[config.mk]
export PLATFORM = sky130hd
export DESIGN_NAME = flash_ring_log_pointer_manager
export DESIGN_NICKNAME = d
export VERILOG_FILES = /design/src/design/frlp_pkg.sv /design/src/design/frlp_addsub.sv /design/src/design/flash_ring_log_pointer_manager.sv
export SDC_FILE = /design/constraint.sdc
export NUM_CORES = 1
export LEC_CHECK = 0
export ABC_CLOCK_PERIOD_IN_PS = 9100
export BUFFER_PORTS_ARGS = -buffer_cell sky130_fd_sc_hd__buf_4
export CAP_MARGIN = 20
export CORE_MARGIN = 4
export CORE_UTILIZATION = 30
export DETAILED_ROUTE_END_ITERATION = 7
export PLACE_DENSITY = 0.56
export SLEW_MARGIN = 5
export SYNTH_ARGS = -nofsm -noshare
export SYNTH_HDL_FRONTEND = slang
export SYNTH_SLANG_ARGS = --single-unit
[constraint.sdc]
create_clock -name clk -period 9.1 [get_ports clk]
set_clock_uncertainty 0.2 [all_clocks]
set_input_delay 0.91 -clock clk [delete_from_list [all_inputs] [get_ports clk]]
set_output_delay 0.91 -clock clk [all_outputs]
set_load 0.1 [all_outputs]
[src/design/frlp_pkg.sv]
`timescale 1ns / 1ps
// ----------------------------------------------------------------------------
// frlp_pkg
// Shared types and constants of the flash ring log pointer manager.
// ----------------------------------------------------------------------------
package frlp_pkg;

    localparam int unsigned FLASH_BYTES  = 8388608;
    localparam int unsigned PACKET_BYTES = 14;

    // Usable ring size: the flash size rounded down to whole packets.
    localparam int unsigned CAP_INT    = FLASH_BYTES - (FLASH_BYTES % PACKET_BYTES);
    localparam logic [23:0] CAP_BYTES  = 24'(CAP_INT);
    localparam bit          CAP_ZERO   = (CAP_INT == 0);

    localparam int ALU_W = 25;

    localparam logic OP_STORE = 1'b0;
    localparam logic OP_LOAD  = 1'b1;

    typedef enum logic [3:0] {
        S_IDLE,
        S_CLAMP,
        S_SUM,
        S_OVER,
        S_POS,
        S_SPLIT,
        S_LEN1,
        S_WRAP,
        S_CNT,
        S_FIN
    } state_t;

    typedef struct packed {
        logic [ALU_W-1:0] a;
        logic [ALU_W-1:0] b;
        logic             sub;
    } alu_req_t;

    typedef struct packed {
        logic [ALU_W-1:0] res;
        logic             neg;
    } alu_rsp_t;

endpackage

[src/design/frlp_addsub.sv]
`timescale 1ns / 1ps
// ----------------------------------------------------------------------------
// frlp_addsub
// Shared adder/subtractor used by the pointer sequencer for every arithmetic step.
// ----------------------------------------------------------------------------
module frlp_addsub
    import frlp_pkg::*;
(
    input  alu_req_t req,
    output alu_rsp_t rsp
);

    logic [ALU_W:0] full;

    // A subtract that goes below zero leaves the top bit set.
    assign full    = {1'b0, req.a} + ({1'b0, req.b} ^ {(ALU_W + 1){req.sub}})
                     + (ALU_W + 1)'(req.sub);
    assign rsp.res = full[ALU_W-1:0];
    assign rsp.neg = req.sub & full[ALU_W];

endmodule

[src/design/flash_ring_log_pointer_manager.sv]
`timescale 1ns / 1ps
// ----------------------------------------------------------------------------
// flash_ring_log_pointer_manager
// Head, tail and byte count of a circular log in external flash.
// ----------------------------------------------------------------------------
// Usage: one command item enters on the s_ channel (tuser = op, 0 store,
// 1 load; tdata = length). The block answers with one result item on the
// m_ channel giving the granted length, the flash address of the first
// segment, the two segment lengths, the overwrite flag and the new count.
// All arithmetic runs through one shared 25-bit adder/subtractor under a
// small sequencer. Store steps: sum, overwrite, position, split, wrap;
// load steps: clamp, position, split, wrap, count; both end in the final
// step that fills the result register. An access past the ring end adds a
// first-length step, and the wrap step repeats for each further ring size
// that a store spans. s_tready is high only while the sequencer is idle, so
// one command is handled at a time. The result sits in an output register,
// so a new command is accepted while a result still waits; the sequencer
// holds in its final step while the receiver stalls and the register is
// full. Reset empties the log: head, tail and count go to zero.
// ----------------------------------------------------------------------------
module flash_ring_log_pointer_manager
    import frlp_pkg::*;
(
    input  logic        clk,
    input  logic        rst_n,
    input  logic        s_tvalid,
    output logic        s_tready,
    input  logic [15:0] s_tdata,   // [15:0] length
    input  logic [0:0]  s_tuser,   // [0] op
    output logic        m_tvalid,
    input  logic        m_tready,
    // [15:0] granted_length, [38:16] first_address, [54:39] first_length,
    // [70:55] second_length, [71] overwrote, [95:72] stored_total
    output logic [95:0] m_tdata
);

    state_t state_reg, state_next;

    logic        op_reg, op_next;
    logic [15:0] len_reg, len_next;
    logic [15:0] n_reg, n_next;
    logic [22:0] start_reg, start_next;
    logic [ALU_W-1:0] acc_reg, acc_next;
    logic [ALU_W-1:0] sumc_reg, sumc_next;
    logic        over_reg, over_next;
    logic [15:0] len1_reg, len1_next;
    logic [15:0] len2_reg, len2_next;

    logic [22:0] head_reg, head_next;
    logic [22:0] tail_reg, tail_next;
    logic [23:0] count_reg, count_next;

    logic        m_tvalid_reg, m_tvalid_next;
    logic [95:0] m_tdata_reg, m_tdata_next;

    alu_req_t alu_req;
    alu_rsp_t alu_rsp;

    frlp_addsub u_addsub (
        .req (alu_req),
        .rsp (alu_rsp)
    );

    always_ff @(posedge clk or negedge rst_n)
    begin
        if (!rst_n)
        begin
            state_reg    <= S_IDLE;
            head_reg     <= '0;
            tail_reg     <= '0;
            count_reg    <= '0;
            m_tvalid_reg <= 1'b0;
        end
        else
        begin
            state_reg    <= state_next;
            head_reg     <= head_next;
            tail_reg     <= tail_next;
            count_reg    <= count_next;
            m_tvalid_reg <= m_tvalid_next;
        end
    end

    always_ff @(posedge clk)
    begin
        op_reg      <= op_next;
        len_reg     <= len_next;
        n_reg       <= n_next;
        start_reg   <= start_next;
        acc_reg     <= acc_next;
        sumc_reg    <= sumc_next;
        over_reg    <= over_next;
        len1_reg    <= len1_next;
        len2_reg    <= len2_next;
        m_tdata_reg <= m_tdata_next;
    end

    always_comb
    begin
        state_next    = state_reg;
        op_next       = op_reg;
        len_next      = len_reg;
        n_next        = n_reg;
        start_next    = start_reg;
        acc_next      = acc_reg;
        sumc_next     = sumc_reg;
        over_next     = over_reg;
        len1_next     = len1_reg;
        len2_next     = len2_reg;
        head_next     = head_reg;
        tail_next     = tail_reg;
        count_next    = count_reg;
        m_tvalid_next = m_tvalid_reg & ~m_tready;
        m_tdata_next  = m_tdata_reg;
        alu_req.a     = 25'(count_reg);
        alu_req.b     = 25'(n_reg);
        alu_req.sub   = 1'b0;

        case (state_reg)
            S_IDLE:
            begin
                if (s_tvalid)
                begin
                    op_next   = s_tuser[0];
                    len_next  = s_tdata;
                    n_next    = s_tdata;
                    over_next = 1'b0;
                    if (CAP_ZERO)
                    begin
                        // Nothing can ever be stored: report all zeros.
                        n_next     = '0;
                        start_next = '0;
                        len1_next  = '0;
                        len2_next  = '0;
                        state_next = S_FIN;
                    end
                    else if (s_tuser[0] == OP_LOAD)
                    begin
                        state_next = S_CLAMP;
                    end
                    else
                    begin
                        state_next = S_SUM;
                    end
                end
            end

            S_CLAMP:
            begin
                alu_req.a   = 25'(count_reg);
                alu_req.b   = 25'(len_reg);
                alu_req.sub = 1'b1;
                if (alu_rsp.neg)
                begin
                    n_next = count_reg[15:0];
                end
                state_next = S_POS;
            end

            S_SUM:
            begin
                alu_req.a  = 25'(count_reg);
                alu_req.b  = 25'(n_reg);
                sumc_next  = alu_rsp.res;
                state_next = S_OVER;
            end

            S_OVER:
            begin
                alu_req.a   = sumc_reg;
                alu_req.b   = 25'(CAP_BYTES);
                alu_req.sub = 1'b1;
                over_next   = ~alu_rsp.neg;
                state_next  = S_POS;
            end

            S_POS:
            begin
                start_next = (op_reg == OP_LOAD) ? head_reg : tail_reg;
                alu_req.a  = (op_reg == OP_LOAD) ? 25'(head_reg) : 25'(tail_reg);
                alu_req.b  = 25'(n_reg);
                acc_next   = alu_rsp.res;
                state_next = S_SPLIT;
            end

            S_SPLIT:
            begin
                alu_req.a   = acc_reg;
                alu_req.b   = 25'(CAP_BYTES);
                alu_req.sub = 1'b1;
                if (!alu_rsp.neg)
                begin
                    acc_next = alu_rsp.res;
                end
                // The access runs past the end of the ring when the overshoot
                // is strictly positive; the overshoot is the second segment.
                if (!alu_rsp.neg && (alu_rsp.res != '0))
                begin
                    len2_next  = alu_rsp.res[15:0];
                    state_next = S_LEN1;
                end
                else
                begin
                    len1_next  = n_reg;
                    len2_next  = '0;
                    state_next = S_WRAP;
                end
            end

            S_LEN1:
            begin
                alu_req.a   = 25'(n_reg);
                alu_req.b   = 25'(len2_reg);
                alu_req.sub = 1'b1;
                len1_next   = alu_rsp.res[15:0];
                state_next  = S_WRAP;
            end

            S_WRAP:
            begin
                // Reduce the new pointer below the ring size one subtract at a time.
                alu_req.a   = acc_reg;
                alu_req.b   = 25'(CAP_BYTES);
                alu_req.sub = 1'b1;
                if (!alu_rsp.neg)
                begin
                    acc_next = alu_rsp.res;
                end
                else if (op_reg == OP_LOAD)
                begin
                    head_next  = acc_reg[22:0];
                    state_next = S_CNT;
                end
                else
                begin
                    tail_next = acc_reg[22:0];
                    if (over_reg)
                    begin
                        head_next  = acc_reg[22:0];
                        count_next = CAP_BYTES;
                    end
                    else
                    begin
                        count_next = sumc_reg[23:0];
                    end
                    state_next = S_FIN;
                end
            end

            S_CNT:
            begin
                alu_req.a   = 25'(count_reg);
                alu_req.b   = 25'(n_reg);
                alu_req.sub = 1'b1;
                count_next  = alu_rsp.res[23:0];
                state_next  = S_FIN;
            end

            S_FIN:
            begin
                if (!m_tvalid_reg || m_tready)
                begin
                    m_tvalid_next = 1'b1;
                    m_tdata_next  = {count_reg, over_reg, len2_reg, len1_reg,
                                     start_reg, n_reg};
                    state_next    = S_IDLE;
                end
            end

            default:
            begin
                state_next = S_IDLE;
            end
        endcase
    end

    assign s_tready = (state_reg == S_IDLE);
    assign m_tvalid = m_tvalid_reg;
    assign m_tdata  = m_tdata_reg;

endmodule

==> metrics.md <==
| Metric | Value |
|---|---|
| Status | finished, final reports clean |
| Worst-skew pair later-pin latency | 0.53 ns |
| Initial Utilization | 30.5% |
| RSZ-0062 raised after global routing | false |
| Drt total wl | 41400 µm |
| Layout cells sized above 1 | 22.9% |
| Slew headroom | 32.2% |
| Synth async-reset ratio | 24.2% |
| Kind of critical path | reg2reg |
| Die X | 223 µm |
| Final net count | 1231 |
| Fin crit share | 78.7% |
| Cell variety after synth | 63 |
| DR vias | 9337 |
| Worst Path Max Fanout | 22 |
| Most common cell on crit path | a211oi_1 |
| Vias per cell | 5.16 |
| TNS Setup | 0 ns |
| Total CTS buffers | 35 |
| Max reg flops | 96 |
| Crit-path leading delay family | simple AND/OR/NAND/NOR gates |
| Pre-CTS setup slack | 2.09 ns |
| CTS tree | built |
| Mapped Nets | 1117 |
| Share of the synthesized area in the top cell type | 50.8% |
| Initial DRC Count | 914 |
| Worst Path Arrival | 7.10 ns |
| Setup violations, final | 0 |
| Area grow syn2layout | 20.3% |
| CP max-delay cell | nor4bb_4 |
| Io pins | 119 |
| Max-Cap Viols | 0 |
| Slew @ Worst Pin | 1.01 ns |
| WL/cell | 22.9 µm |
| Hpwl dp | 29500 µm |
| CP startpoint kind | flip-flop |
| Final min period | 7.16 ns |
| Pin count of the biggest net entering global routing | 65 |
| Synth Cell Area | 13900 µm² |
| GR Util All Layers | 16.2% |
| Seq cells post-synth | 310 |
| Ant. Diodes | 0 |
| Main synth FF type | edfxtp_1 |
| Max-slew violation count | 0 |
| Vias in the first global route | 9559 |
| Longest Clk Path Bufs | 3 |
| Hold-fix buffers at CTS | 0 |
| Endpoint type of the worst setup path | flip-flop |
| Worst Hold Class | in2async |
| Worst path bufs/invs | 0 |
| Final core occ | 36.7% |
| Fin worst setup slack | 1.94 ns |
| Antenna violations before repair | 1 |
| Pre-antenna DRT Iters | 7 |
| Worst reg-to-reg setup slack | 1.94 ns |
| Synth Area per Inst | 13.0 µm² |
| H-tree levels | 2 |
| Die area | 49800 µm² |
| Top cells by area, synth | edfxtp_1 51%, dfrtp_1 14%, mux2_2 4.9% |
| Final count of hold timing violations | 0 |
| # fillers | 4395 |
| Clock slew at reported path FFs | 0.06 ns |
| Post-CTS Setup Bufs | 0 |
| YS warnings | 0 |
| Gp weighted congestion | 0.951 |
| Core Region | 45600 µm² |
| Crit-path cells | nor4bb_4 -> a22oi_1 -> a2111oi_4 -> nor2_1 -> fa_1 -> a211oi_1 -> o211a_1 -> nor3_1 -> a211oi_1 -> xnor2_1 -> nor4_1 -> and4_1 -> nand4_1 -> o41ai_1 -> and2_1 |
| Register area share after synthesis | 64.3% |
| Fmax | 140 MHz |
| Dominant cell type by area after synthesis | edfxtp_1 |
| Number of synthesized flops with an enable pin | 235 |
| Req. time, crit path | 9.04 ns |
| Clk sinks | 310 |
| Die Span Y | 223 µm |
| GRT overflow | 0 |
| Reg area | 8930 µm² |
| Post-Syn Instances | 1071 |
| DRT antenna net count | 0 |
| Post-route DRC violation count | 0 |
| Crit-path max cell delay | 1.00 ns |
| Clk Tree Root Cell | clkbuf_16 |
| Post_cts resized | 0 |
| First-pass GRT wire length | 61700 µm |
| Area of the multi-input gates | 4670 µm² |
| Core Rows | 78 |
| Buffers on Ports | 118 |
## final cells by class
class                      count  share of cell area (%)
tap                          600                    4.49
clock buffer                  42                    5.46
clock inverter                21                    1.50
multi-input combinational    666                    28.0
inverter                      28                   0.629
timing repair buffer         144                    6.47
sequential                   310                    53.5
## through the flow
step	std cells	area (µm²)	hold slack [ns]
after floorplan	1071	13900	0.200
after global placement	1748	15500	0.201
after detailed placement	1748	15500	0.206
after CTS	1811	16700	0.0827
after global routing	1811	16700	0.0975
final	1811	16700	0.100
## cell usage after synthesis (21+ instances only)
cell type / count
o21ai_1: 21
mux2_1: 29
nor2_1: 42
edfxtp_1: 235
nand3_1: 25
xor2_1: 25
or3_1: 23
mux2_2: 60
o21ai_0: 83
clkbuf_1: 50
a22oi_1: 43
inv_1: 27
nand2_1: 92
a21oi_1: 59
dfrtp_1: 75
ha_1: 24
## layout by cell type (no fill, tap or decap), types with 5 or more instances in the layout
cell         n
edfxtp_1   235
buf_4      144
nand2_1     92
o21ai_0     82
dfrtp_1     75
mux2_2      60
a21oi_1     59
a22oi_1     43
nor2_1      42
clkbuf_16   35
mux2_1      29
inv_1       27
nand3_1     25
xor2_1      25
ha_1        24
or3_1       23
o21ai_1     22
a21o_1      11
xnor2_1     10
a222oi_1     8
a31oi_1      7
nor2b_1      6
and2_1       6
nand4_1      6
clkbuf_1     6
clkinv_1     5
o21a_1       5
o31ai_1      5
nor4_1       5
and3_1       5
bufinv_16    5
clkinv_2     5
## logic make-up (layout without fill, tap and decap cells)
kind of cell | count (synthesis) | count (layout) | share of synthesized area, %
flip-flops | 310 | 310 | 64.3
AO/OA/AOI/OAI | 278 | 278 | 12.8
XOR/XNOR | 35 | 35 | 2.21
buffers and inverters | 95 | 235 | 2.66
multiplexers | 90 | 90 | 7.29
AND/OR/NAND/NOR | 238 | 238 | 8.45
adder cells (fa/ha/maj) | 25 | 25 | 2.31
## metal layers
layer	vias to the layer above	track usage, %	wire length (µm)
li1	4271	-	-
met1	4688	20.5	16700
met2	308	28.3	21100
met3	70	2.42	2050
met4	0	5.93	1470
met5	-	0	0
## final timing paths
kind	from	end	cells after the start
setup reg to reg	state_reg[1]$_DFFE_PN0P_	len1_reg[2]$_DFFE_PP_	15
max in group asynchronous	rst_n	state_reg[0]$_DFFE_PN0P_	2
setup / recovery	state_reg[1]$_DFFE_PN0P_	len1_reg[2]$_DFFE_PP_	15
hold reg to reg	start_reg[8]$_DFFE_PN_	m_tdata[24]$_DFFE_PP_	0
min in group clk	start_reg[8]$_DFFE_PN_	m_tdata[24]$_DFFE_PP_	0
hold / removal	rst_n	tail_reg[7]$_DFFE_PN0P_	1
Power is not shown: default switching activity piles up to over one toggle a cycle in this logic, so the estimate is an artifact.
